===== config.mk =====
export PLATFORM = sky130hd
export DESIGN_NAME = pcas_cfg
export DESIGN_NICKNAME = d
export VERILOG_FILES = /design/src/rtl/pcas_pkg.sv /design/src/rtl/pcas_cfg.sv
export SDC_FILE = /design/constraint.sdc
export NUM_CORES = 1
export LEC_CHECK = 0
export BUFFER_PORTS_ARGS = -buffer_cell sky130_fd_sc_hd__buf_2
export CAP_MARGIN = 10
export CORE_ASPECT_RATIO = 1.75
export CORE_UTILIZATION = 55
export DETAILED_ROUTE_END_ITERATION = 6
export GPL_ROUTABILITY_DRIVEN = 0
export PLACE_DENSITY = 0.84
export SLEW_MARGIN = 10
export SYNTH_ARGS = -nofsm -noshare
export SYNTH_HDL_FRONTEND = slang
export SYNTH_SLANG_ARGS = --single-unit

===== constraint.sdc =====
create_clock -name aclk -period 3 [get_ports aclk]
set_input_delay 0.3 -clock aclk [delete_from_list [all_inputs] [get_ports aclk]]
set_output_delay 0.3 -clock aclk [all_outputs]
set_load 0.005 [all_outputs]

===== src/rtl/pcas_pkg.sv =====
// shared types, constants and helpers for the ascii shade core
package pcas_pkg;

    localparam int COORD_BITS    = 12;
    localparam int MAX_COLUMNS   = 256;
    localparam int MAX_CELL_DIM  = 64;

    localparam int DIM_BITS      = $clog2(MAX_CELL_DIM) + 1;
    localparam int COL_BITS      = $clog2(MAX_COLUMNS);
    localparam int GRID_BITS     = COL_BITS + 1;
    localparam int OFFSET_BITS   = 8;
    localparam int GRAY_BITS     = 8;
    localparam int SUM_BITS      = 20;
    localparam int CNT_BITS      = 13;
    localparam int AREA_BITS     = 2 * DIM_BITS;
    localparam int CHAR_BITS     = 7;
    localparam int CELL_IDX_BITS = 8;
    localparam int CFG_IDX_BITS  = 3;
    localparam int CFG_DATA_BITS = 9;

    localparam logic [SUM_BITS-1:0]  SHADE_STEP   = SUM_BITS'(63);
    localparam logic [CHAR_BITS-1:0] CHAR_OUTLINE = CHAR_BITS'(8'h23);

    typedef enum logic [CFG_IDX_BITS-1:0] {
        REG_CELL_WIDTH     = 3'd0,
        REG_CELL_HEIGHT    = 3'd1,
        REG_GRID_COLUMNS   = 3'd2,
        REG_GRID_ROWS      = 3'd3,
        REG_OFFSET_X       = 3'd4,
        REG_OFFSET_Y       = 3'd5,
        REG_OUTLINE_ENABLE = 3'd6
    } cfg_reg_t;

    typedef enum logic [2:0] {
        ST_IDLE,
        ST_DIV,
        ST_READ,
        ST_THRESH,
        ST_EMIT
    } state_t;

    // clamped configuration as seen by the datapath
    typedef struct packed {
        logic [DIM_BITS-1:0]    cell_w;
        logic [DIM_BITS-1:0]    cell_h;
        logic [GRID_BITS-1:0]   cols;
        logic [GRID_BITS-1:0]   rows;
        logic [OFFSET_BITS-1:0] off_x;
        logic [OFFSET_BITS-1:0] off_y;
        logic                   outline;
    } cfg_t;

    // one accumulator entry per grid column
    typedef struct packed {
        logic [SUM_BITS-1:0] sum;
        logic [CNT_BITS-1:0] cnt;
    } acc_t;

    function automatic logic [CHAR_BITS-1:0] shade_code(input logic [1:0] idx);
        logic [CHAR_BITS-1:0] code;
        case (idx)
            2'd0:    code = CHAR_BITS'(8'h2E);
            2'd1:    code = CHAR_BITS'(8'h3A);
            2'd2:    code = CHAR_BITS'(8'h6F);
            default: code = CHAR_BITS'(8'h4F);
        endcase
        return code;
    endfunction

endpackage


===== src/rtl/pcas_cfg.sv =====
// configuration registers with range clamping
module pcas_cfg (
    input  logic                                aclk,
    input  logic                                aresetn,
    input  logic                                cfg_valid,
    output logic                                cfg_ready,
    input  logic [pcas_pkg::CFG_IDX_BITS-1:0]   cfg_index,
    input  logic [pcas_pkg::CFG_DATA_BITS-1:0]  cfg_data,
    output pcas_pkg::cfg_t                      cfg
);
    import pcas_pkg::*;

    logic [DIM_BITS-1:0]    cell_w_reg;
    logic [DIM_BITS-1:0]    cell_h_reg;
    logic [GRID_BITS-1:0]   cols_reg;
    logic [GRID_BITS-1:0]   rows_reg;
    logic [OFFSET_BITS-1:0] off_x_reg;
    logic [OFFSET_BITS-1:0] off_y_reg;
    logic                   outline_reg;

    assign cfg_ready = 1'b1;

    always_ff @(posedge aclk) begin
        if (!aresetn) begin
            cell_w_reg  <= DIM_BITS'(8);
            cell_h_reg  <= DIM_BITS'(16);
            cols_reg    <= GRID_BITS'(80);
            rows_reg    <= GRID_BITS'(30);
            off_x_reg   <= '0;
            off_y_reg   <= '0;
            outline_reg <= 1'b1;
        end else if (cfg_valid && cfg_ready) begin
            unique case (cfg_reg_t'(cfg_index))
                REG_CELL_WIDTH:     cell_w_reg  <= cfg_data[DIM_BITS-1:0];
                REG_CELL_HEIGHT:    cell_h_reg  <= cfg_data[DIM_BITS-1:0];
                REG_GRID_COLUMNS:   cols_reg    <= cfg_data[GRID_BITS-1:0];
                REG_GRID_ROWS:      rows_reg    <= cfg_data[GRID_BITS-1:0];
                REG_OFFSET_X:       off_x_reg   <= cfg_data[OFFSET_BITS-1:0];
                REG_OFFSET_Y:       off_y_reg   <= cfg_data[OFFSET_BITS-1:0];
                REG_OUTLINE_ENABLE: outline_reg <= cfg_data[0];
                default: ;
            endcase
        end
    end

    // zero acts as one, oversize values saturate
    always_comb begin
        cfg.cell_w = (cell_w_reg == '0) ? DIM_BITS'(1) :
                     (cell_w_reg > DIM_BITS'(MAX_CELL_DIM)) ? DIM_BITS'(MAX_CELL_DIM) :
                     cell_w_reg;
        cfg.cell_h = (cell_h_reg == '0) ? DIM_BITS'(1) :
                     (cell_h_reg > DIM_BITS'(MAX_CELL_DIM)) ? DIM_BITS'(MAX_CELL_DIM) :
                     cell_h_reg;
        cfg.cols   = (cols_reg == '0) ? GRID_BITS'(1) :
                     (cols_reg > GRID_BITS'(MAX_COLUMNS)) ? GRID_BITS'(MAX_COLUMNS) :
                     cols_reg;
        cfg.rows   = (rows_reg == '0) ? GRID_BITS'(1) :
                     (rows_reg > GRID_BITS'(MAX_COLUMNS)) ? GRID_BITS'(MAX_COLUMNS) :
                     rows_reg;
        cfg.off_x   = off_x_reg;
        cfg.off_y   = off_y_reg;
        cfg.outline = outline_reg;
    end

endmodule


==> summary.txt <==
Remaining DRCs = 0
Hold/Removal Path Class = primary input to register
DR pass1 iterations = 4
Part of the power in registers = 54.9%
YS warnings = 0
Pint = 0.953 mW
Hold wc startpoint = cfg_data[1]
DR iter-0 viols = 32
Highest Clock Rate = 550 MHz
Mapped cell area = 2190 um2
Cts hold-fix bufs = 0
Starting Density = 57.2%
Fin. max-slew vios = 0
Post-synthesis cell count = 231
Tightest Pin Transition = 686 ps
CP max FO = 11
Leakage power = 1.33 nW
Crit. Startpoint = cols_reg[8]
Total track usage = 24.1%
Htree depth = 2
Final wirelength = 4.57 mm
Final Util = 67.3%
Synth area leader = dfxtp_1
Worst VDD drop = 0.338 mV
Post-synth net total = 246
I/O pin count = 65
Top cells by count, synth = dfxtp_1 (49), mux2i_1 (49), nand2_1 (49)
Syn Area/Cell = 9.48 um2
Area growth syn-to-layout = 17.7%
Final Cycle Share = 60.6%
Setup TNS = 0 ps
Setup Viol. Count Final = 0
Tot Pwr = 1.23 mW
Core footprint = 3830 um2
Status = finished, final reports clean
Final #Nets = 296
Number of global-route vias before repair = 1663
Max-Cap Viols = 0
Chip width = 49.7 um
Net Switching = 0.276 mW
Post-CTS resize count = 0
Num CTS Buffers = 5
Worst Clk Skew = 0 ps
Routed WL per cell = 13.9 um
Reg clk slew, reported paths = 90 ps
Worst Path Arrival = 1520 ps
Synth top area share = 44.8%
Seq cells post-synth = 49
Async SR Flop Fraction = 0%
Layout cells sized above 1 = 25.6%
Initial antenna violation count = 0
Via Count = 1756
Die area = 4250 um2
Row count = 30
Ys flop type = dfxtp_1
Dpl hpwl = 3.37 mm
Post-CTS Repair Setup Buffers = 0
FF-to-FF Start = cell_h_reg[6]
Largest net degree at the start of global routing = 47
Unrepaired setup endpoints after global routing = false
Post-DRT Antenna Nets = 0
Final hold slack = 268 ps
CP endpoint kind = output port
Die height = 85.5 um
Global-route wire length before repair = 7.69 mm
CTS Buffer Depth = 2
CTS tree = yes
Startpoint Class = register
PwrDens = 477 nW/um2
Ranking of synthesized cells by area = dfxtp_1 (45%), mux2i_1 (22%), nor2b_1 (11%), nand2_1 (8.4%), clkbuf_1 (2.2%)
Clock group share of total power = 36.8%
I/O Buffers = 63
Distinct cell type count after synthesis = 20
Final-layout fill cell count = 338
Hold Vio Cnt, Final = 0
# diodes = 0
Clock latency on the worst-skew pair = 300 ps
Critical Setup Path Class = register to output port
Seq/Total Area, Yosys = 44.8%
Vias per std cell = 5.34
Switching Fraction = 22.5%
Post-synth EDFFs = 0
Max-Slew Margin vs Limit = 54.2%
CTS Root Cell = clkbuf_8
Final worst path period need = 1820 ps
Clk sink count = 49
Req. time, crit path = 2700 ps
Combinational Power Share = 8.3%
Global route total overflow = 0
cell families after synthesis:
group	count (synthesis)	synth area share (%)
compound gates	4	1.37
buf+inv	23	4.91
flops	49	44.8
mux	49	22.4
other cells	1	0.171
simple gates	105	26.3
through the flow:
step	setup WS [ps]	instances	area (um2)
floorplan	1580	231	2190
global placement	1460	322	2470
detailed placement	1440	322	2470
CTS	1180	329	2580
global route	1110	329	2580
finish	1180	329	2580
critical path, stage by stage, from the launching register on:
cell	delay (ps)
dfxtp_1	410
or4_1	550
o22ai_1	130
buf_2	140
layer usage:
| metal | part of all wire [%] | vias up | track usage [%] |
|---|---|---|---|
| met2 | 52 | 46 | 41.6 |
| met1 | 42 | 837 | 27.8 |
| met3 | 3.4 | 11 | 4.30 |
| met4 | 2.6 | 0 | 11.7 |
| met5 | 0 | - | 0 |
| li1 | - | 862 | - |
cell type report:
class                      instances  area [um2]  share of cell area [%]
clock inverter                     2        35.0                    1.36
sequential                        49         981                    38.1
clock buffer                       5        68.8                    2.67
timing repair buffer              64         323                    12.5
tap                               48        60.1                    2.33
multi-input combinational        159        1100                    42.7
inverter                           2        7.51                   0.291
final timing paths:
check / endpoint / slack, ps / cells after the start
worst max register to register: cell_h_reg[6] / 2180 / 2
worst min-delay path: rows_reg[1] / 270 / 3
worst max-delay path: cfg[26] / 1180 / 3
worst min register to register: off_y_reg[2] / 460 / 2
layout by cell type (no fill, tap or decap):
cell / n
and4b_1: 2
and4bb_2: 1
buf_2: 63
buf_4: 1
bufinv_16: 1
clkbuf_8: 5
clkinv_2: 1
conb_1: 1
dfxtp_1: 49
inv_1: 2
mux2i_1: 49
nand2_1: 49
nand2b_1: 2
nand4b_1: 2
nand4bb_1: 3
nor2b_1: 39
o22ai_1: 2
o41ai_1: 2
or3_1: 2
or4_1: 4
or4b_1: 1
power by group through the flow:
stage / Clock, mW / Sequential [mW] / Combinational, mW
floorplan: 0 / 0.687 / 0.0654
global placement: 0 / 0.690 / 0.101
detailed placement: 0 / 0.691 / 0.102
CTS: 0.459 / 0.675 / 0.103
global route: 0.483 / 0.678 / 0.112
finish: 0.452 / 0.675 / 0.102
No activity file was read; power rests on OpenSTA's default activity.
