===== src/rtl/pcas_pkg.sv =====
// shared types, constants and helpers for the ascii shade core
package pcas_pkg;

    localparam int COORD_BITS    = 12;
    localparam int MAX_COLUMNS   = 256;
    localparam int MAX_CELL_DIM  = 64;

    localparam int DIM_BITS      = $clog2(MAX_CELL_DIM) + 1;
    localparam int COL_BITS      = $clog2(MAX_COLUMNS);
    localparam int GRID_BITS     = COL_BITS + 1;
    localparam int OFFSET_BITS   = 8;
    localparam int GRAY_BITS     = 8;
    localparam int SUM_BITS      = 20;
    localparam int CNT_BITS      = 13;
    localparam int AREA_BITS     = 2 * DIM_BITS;
    localparam int CHAR_BITS     = 7;
    localparam int CELL_IDX_BITS = 8;
    localparam int CFG_IDX_BITS  = 3;
    localparam int CFG_DATA_BITS = 9;

    localparam logic [SUM_BITS-1:0]  SHADE_STEP   = SUM_BITS'(63);
    localparam logic [CHAR_BITS-1:0] CHAR_OUTLINE = CHAR_BITS'(8'h23);

    typedef enum logic [CFG_IDX_BITS-1:0] {
        REG_CELL_WIDTH     = 3'd0,
        REG_CELL_HEIGHT    = 3'd1,
        REG_GRID_COLUMNS   = 3'd2,
        REG_GRID_ROWS      = 3'd3,
        REG_OFFSET_X       = 3'd4,
        REG_OFFSET_Y       = 3'd5,
        REG_OUTLINE_ENABLE = 3'd6
    } cfg_reg_t;

    typedef enum logic [2:0] {
        ST_IDLE,
        ST_DIV,
        ST_READ,
        ST_THRESH,
        ST_EMIT
    } state_t;

    // clamped configuration as seen by the datapath
    typedef struct packed {
        logic [DIM_BITS-1:0]    cell_w;
        logic [DIM_BITS-1:0]    cell_h;
        logic [GRID_BITS-1:0]   cols;
        logic [GRID_BITS-1:0]   rows;
        logic [OFFSET_BITS-1:0] off_x;
        logic [OFFSET_BITS-1:0] off_y;
        logic                   outline;
    } cfg_t;

    // one accumulator entry per grid column
    typedef struct packed {
        logic [SUM_BITS-1:0] sum;
        logic [CNT_BITS-1:0] cnt;
    } acc_t;

    function automatic logic [CHAR_BITS-1:0] shade_code(input logic [1:0] idx);
        logic [CHAR_BITS-1:0] code;
        case (idx)
            2'd0:    code = CHAR_BITS'(8'h2E);
            2'd1:    code = CHAR_BITS'(8'h3A);
            2'd2:    code = CHAR_BITS'(8'h6F);
            default: code = CHAR_BITS'(8'h4F);
        endcase
        return code;
    endfunction

endpackage


===== src/rtl/pcas_div.sv =====
// bit-serial restoring divider, coordinate by cell dimension
module pcas_div (
    input  logic                             aclk,
    input  logic                             aresetn,
    input  logic                             start,
    input  logic [pcas_pkg::COORD_BITS-1:0]  dividend,
    input  logic [pcas_pkg::DIM_BITS-1:0]    divisor,
    output logic                             busy,
    output logic [pcas_pkg::COORD_BITS-1:0]  quotient,
    output logic [pcas_pkg::DIM_BITS-1:0]    remainder
);
    import pcas_pkg::*;

    localparam int STEP_BITS = $clog2(COORD_BITS + 1);

    logic [COORD_BITS-1:0] quo_reg;
    logic [DIM_BITS-1:0]   rem_reg;
    logic [DIM_BITS-1:0]   dvs_reg;
    logic [STEP_BITS-1:0]  step_reg;
    logic                  busy_reg;

    logic [DIM_BITS:0]     trial;
    logic                  fits;
    logic [DIM_BITS-1:0]   rem_next;

    always_comb begin
        trial    = {rem_reg, quo_reg[COORD_BITS-1]};
        fits     = trial >= {1'b0, dvs_reg};
        rem_next = fits ? DIM_BITS'(trial - {1'b0, dvs_reg}) : trial[DIM_BITS-1:0];
    end

    always_ff @(posedge aclk) begin
        if (!aresetn) begin
            busy_reg <= 1'b0;
            step_reg <= '0;
        end else if (start) begin
            busy_reg <= 1'b1;
            step_reg <= STEP_BITS'(COORD_BITS);
        end else if (busy_reg) begin
            step_reg <= step_reg - STEP_BITS'(1);
            if (step_reg == STEP_BITS'(1)) begin
                busy_reg <= 1'b0;
            end
        end
    end

    always_ff @(posedge aclk) begin
        if (start) begin
            quo_reg <= dividend;
            rem_reg <= '0;
            dvs_reg <= divisor;
        end else if (busy_reg) begin
            quo_reg <= {quo_reg[COORD_BITS-2:0], fits};
            rem_reg <= rem_next;
        end
    end

    assign busy      = busy_reg;
    assign quotient  = quo_reg;
    assign remainder = rem_reg;

endmodule


===== config.mk =====
export PLATFORM = sky130hd
export DESIGN_NAME = pcas_div
export DESIGN_NICKNAME = d
export VERILOG_FILES = /design/src/rtl/pcas_pkg.sv /design/src/rtl/pcas_div.sv
export SDC_FILE = /design/constraint.sdc
export NUM_CORES = 1
export LEC_CHECK = 0
export ABC_CLOCK_PERIOD_IN_PS = 3000
export CORE_UTILIZATION = 44
export DETAILED_ROUTE_END_ITERATION = 12
export DONT_BUFFER_PORTS = 1
export GPL_TIMING_DRIVEN = 0
export PLACE_DENSITY = 0.69
export SKIP_LAST_GASP = 1
export SLEW_MARGIN = 20
export SYNTH_ARGS = -nofsm -noshare
export SYNTH_HDL_FRONTEND = slang
export SYNTH_SLANG_ARGS = --single-unit

===== constraint.sdc =====
create_clock -name aclk -period 3 [get_ports aclk]
set_clock_uncertainty 0.1 [all_clocks]
set_input_delay 0.45 -clock aclk [delete_from_list [all_inputs] [get_ports aclk]]
set_output_delay 0.45 -clock aclk [all_outputs]
set_load 0.01 [all_outputs]

==> results of run 1 <==
-- report_power, final --
part	internal, mW	switching (mW)	leakage, nW
registers	0.495	0.0379	0.288
clock network	0.332	0.155	0.0654
logic	0.0832	0.0969	0.418
total	0.910	0.289	0.771
-- area by class of cell --
type	instances	area, sq um	share of cell area
multi-input combinational	113	900	0.451
sequential	31	811	0.407
clock buffer	6	72.6	0.0364
clock inverter	2	60.1	0.0301
tap	48	60.1	0.0301
buffer	8	46.3	0.0232
inverter	12	45.0	0.0226
-- cell usage after synthesis, drive strengths merged (2+ instances only) --
cell type / count
and2b: 2
xnor2: 4
edfxtp: 19
a211oi: 4
a41oi: 3
o311ai: 3
inv: 12
ha: 9
o21ai: 3
clkbuf: 2
buf: 6
nor3: 2
or3b: 2
nand2b: 6
nor3b: 6
mux2: 12
nand4: 2
nand3: 3
dfxtp: 12
nor2: 12
or2: 2
nor2b: 2
a311oi: 2
o21a: 3
nand2: 11
o31ai: 3
-- final timing paths --
check	from	endpoint	slack, ps	depth (start not counted)
setup / recovery	quotient[11]$_DFFE_PP_	remainder[0]$_SDFFE_PP0P_	620	7
hold / removal	divisor[5]	dvs_reg[5]$_DFFE_PP_	160	0
setup reg to reg	quotient[11]$_DFFE_PP_	remainder[0]$_SDFFE_PP0P_	620	7
hold reg to reg	step_reg[1]$_SDFFE_PP0P_	step_reg[1]$_SDFFE_PP0P_	410	2
-- critical path: cells and delay by family, from the launching register on --
| family | cells | cell delay [ps] |
|---|---|---|
| compound gates | 2 | 670 |
| fa+ha+maj | 2 | 620 |
| flops | 1 | 450 |
| simple gates | 2 | 370 |
| buf+inv | 1 | 70 |
-- metrics by stage --
stage | setup slack (ps) | util | hold WS (ps) | instances | power (mW)
floorplan | 789 | - | 369 | 164 | 0.681
global placement | 660 | 0.490 | 381 | 212 | 0.714
detailed placement | 636 | 0.490 | 397 | 212 | 0.721
CTS | 616 | 0.525 | 155 | 220 | 1.21
global route | 487 | 0.525 | 145 | 220 | 1.26
finish | 617 | 0.525 | 162 | 220 | 1.20
-- layer usage --
metal	GRT usage	share of wire	vias up
met3	0.0724	0.070	11
met4	0.114	0.024	0
li1	-	-	622
met5	0	0	-
met1	0.218	0.41	618
met2	0.277	0.49	41
-- kinds of logic after synthesis --
logic type      count (synthesis)  synth area share
compound gates                 31             0.148
xor+xnor                        5            0.0243
fa+ha+maj                      10            0.0736
buf+inv                        20            0.0507
flops                          31             0.450
mux                            12            0.0750
simple gates                   55             0.178
==> results.json, run 1 <==
{
  "rsz0062_at_grt": "false",
  "slew_violations": 0,
  "die_w_um": 66.0,
  "core-area_sq_um": 3800,
  "root_buffer": "clkbuf_8",
  "hold_viol": 0,
  "synthCells": 164,
  "cts_max_level": 2,
  "cap_violations": 0,
  "fmax_mhz": 420,
  "min_period_over_period": 0.794,
  "numCtsBuffers": 5,
  "yosys_warnings": 0,
  "slowest_delay_ps": 450,
  "place_congestion": 0.871,
  "synth_edf_count": 19,
  "synth_fp_nets": 196,
  "final_common_cell": "edfxtp_1",
  "tightest_slew_ps": 493,
  "synth_top_area_share": 0.317,
  "antenna_left": 0,
  "ys_types": 49,
  "ir_worst_vdd_mv": 0.386,
  "synth_flop_cell": "edfxtp_1",
  "relSlewSlack": 0.671,
  "firstDrtPassIters": 4,
  "largest_register_ff_count": 12,
  "synth-async-reset-ratio": 0,
  "dr.first_iter.drc_count": 44,
  "synth_area_leader_cell": "edfxtp_1",
  "required_ps": 3070,
  "placementRows": 22,
  "num-fill-cells": 344,
  "die_y_um": 66.0,
  "endpoint_kind": "flop",
  "post-route-drc-count": 0,
  "syn_area_per_cell_sq_um": 11.0,
  "worstSetupStartpointType": "flop",
  "cts_tree": "built",
  "crit_chain": "inv_1 -> ha_1 -> fa_1 -> nand2b_2 -> a211oi_2 -> nor3_1 -> o311ai_1",
  "port_buffers": 0,
  "wirelength_mm": 3.57,
  "cts_hold_buf": 0,
  "via_per_inst": 5.87,
  "cts_resized": 0,
  "antennaDiodeCount": 0,
  "initial_core_util": 0.474,
  "fin_area_sq_um": 1990,
  "dpl-instance-area_sq_um": 1860,
  "cts.clk_slew.worst_paths_ps": 70,
  "path_max_fanout": 5,
  "grt_max_degree": 13,
  "critical_path.slowest_cell": "edfxtp_1",
  "ys_seq_elements": 31,
  "arrival_ps": 2450,
  "postCtsSetupRepairBufs": 0,
  "die-area_sq_um": 4350,
  "io_pins": 42,
  "synth.yosys.seq_area_share": 0.450,
  "setup-tns-final_ps": 0,
  "clock_sinks": 31,
  "grt-ovfl-total": 0,
  "grt_pass1_wl_mm": 5.79,
  "final_nets": 203,
  "finalSetupViolations": 0,
  "dpl.hpwl_mm": 2.63,
  "finalCriticalPeriod_ps": 2380,
  "holdCritPathClass": "input port to flop",
  "areaGrowthSynthToFinish_pct": 10.7,
  "cts_max_path_buffers": 2,
  "power_density_nw_per_um2": 601,
  "clock_latency_ps": 280,
  "status": "complete, no violations",
  "drive_gt1_frac": 0.203,
  "netlist_top_cells_area": "edfxtp_1, dfxtp_1, mux2_2",
  "synth_area_sq_um": 1800,
  "path_class": "flop to flop",
  "grt_pass1_vias": 1236,
  "leakagePower_nw": 0.771,
  "grt_use_total": 0.184,
  "vias": 1292,
  "post_drt_wl_per_cell_um": 16.2,
  "antenna_found_initial": 0,
  "final_cell_mix": "edfxtp_1, inv_1, mux2_2, nor2_1, dfxtp_1"
}
No activity file was read; power rests on OpenSTA's default activity.
==> run 2, diff against run 1 <==
ABC_CLOCK_PERIOD_IN_PS = 2500   (was 3000)
clock period = 2.5 ns   (was 3 ns; I/O delays follow)
==> run 2 against run 1 <==
Against the previous run:
- register-to-register slack got worse by 510 ps
- routed wire length shrank 1.5%
- count of clock-buffer cells in the layout stayed put
- highest routed layer unchanged
==> results.json, run 2 (synthesis gave the netlist of run 1 again) <==
{
  "finalCriticalPeriod_ps": 2390,
  "wirelength_mm": 3.52,
  "finalSetupViolations": 0,
  "setup_slack_ps": 106,
  "grt_pass1_vias": 1236,
  "grt_use_total": 0.184,
  "vias": 1294,
  "tightest_slew_ps": 484,
  "holdCritPathClass": "input port to flop",
  "cts.clk_slew.worst_paths_ps": 70,
  "dr.first_iter.drc_count": 64,
  "relSlewSlack": 0.678,
  "grt_pass1_wl_mm": 5.79,
  "critical_path.slowest_cell": "edfxtp_1",
  "postCtsSetupRepairBufs": 0,
  "ir_worst_vdd_mv": 0.461,
  "post_drt_wl_per_cell_um": 16.0,
  "cts_tree": "built",
  "die-area_sq_um": 4350,
  "required_ps": 2580,
  "hp-start": "divisor[5]",
  "power_density_nw_per_um2": 720,
  "fmax_mhz": 418,
  "dpl.cell_count": 212,
  "regArea_sq_um": 811,
  "fin_area_sq_um": 2000,
  "clock_sinks": 31,
  "min_period_over_period": 0.958,
  "core-area_sq_um": 3800,
  "placementRows": 22,
  "endpoint_kind": "flop",
  "pre_cts_ws_ps": 136,
  "initial_core_util": 0.474,
  "via_per_inst": 5.88,
  "cts_max_level": 2,
  "arrival_ps": 2470,
  "antenna_found_initial": 0,
  "use_met2": 0.277,
  "areaGrowthSynthToFinish_pct": 11.1,
  "clock_latency_ps": 280,
  "num-fill-cells": 345,
  "whs_ps": 87.2,
  "cts_resized": 0,
  "die_w_um": 66.0,
  "final_cell_mix": "edfxtp_1, inv_1, mux2_2, nor2_1, dfxtp_1",
  "drive_gt1_frac": 0.203,
  "numCtsBuffers": 5,
  "grt-ovfl-total": 0,
  "cts_max_path_buffers": 2,
  "cap_violations": 0,
  "path_max_fanout": 7,
  "place_congestion": 0.871,
  "r2r_start": "quotient[11]$_DFFE_PP_",
  "leakagePower_nw": 0.771,
  "finalNonFillerCells": 220,
  "hold_viol": 0,
  "antennaDiodeCount": 0,
  "dpl.hpwl_mm": 2.63,
  "grt_max_degree": 13,
  "antenna_left": 0,
  "slew_violations": 0,
  "multi_input_area_sq_um": 907,
  "final_nets": 203,
  "port_buffers": 0,
  "use_met1": 0.218,
  "slowest_delay_ps": 450,
  "use_met3": 0.0724,
  "root_buffer": "clkbuf_8",
  "largest_register_ff_count": 12,
  "status": "complete, no violations",
  "top_usage_layer": "met2",
  "worstSetupStartpointType": "flop",
  "io_pins": 42,
  "post-route-drc-count": 0,
  "crit_chain": "inv_1 -> ha_1 -> fa_1 -> nand2b_2 -> a211o_4 -> a41o_1 -> a31o_1",
  "crit_path_start": "quotient[11]$_DFFE_PP_",
  "cts_hold_buf": 0,
  "dpl-instance-area_sq_um": 1860,
  "die_y_um": 66.0,
  "final_util": 0.527,
  "firstDrtPassIters": 4,
  "total_power_mw": 1.44,
  "setup-tns-final_ps": 0,
  "rsz0062_at_grt": "false",
  "path_class": "flop to flop",
  "final_common_cell": "edfxtp_1"
}
-- run 2: layout make-up --
type | count | area share
buffer | 8 | 0.0231
clock buffer | 6 | 0.0363
clock inverter | 2 | 0.0300
inverter | 12 | 0.0225
multi-input combinational | 113 | 0.453
sequential | 31 | 0.405
tap | 48 | 0.0300
-- run 2: worst max-delay path, delay by kind of cell (launching register included) --
family          cells  cell delay, ps
flops               1             450
fa+ha+maj           2             620
simple gates        1             250
buf+inv             1              70
compound gates      3             800
-- run 2: power breakdown --
part           total (mW)  switching [mW]  internal (mW)
sequential          0.639          0.0453          0.594
combinational       0.218           0.118          0.100
clock               0.583           0.185          0.398
-- run 2: final timing paths --
path	slack [ps]	end	depth (start not counted)
hold / removal	90	dvs_reg[5]$_DFFE_PP_	0
setup reg to reg	110	remainder[4]$_SDFFE_PP0P_	7
hold reg to reg	410	step_reg[1]$_SDFFE_PP0P_	2
setup / recovery	110	remainder[4]$_SDFFE_PP0P_	7
-- run 2: per-layer routing --
layer	part of all wire	vias to the layer above
met5	0	-
met2	0.47	48
met3	0.090	12
met4	0.033	0
li1	-	621
met1	0.41	613
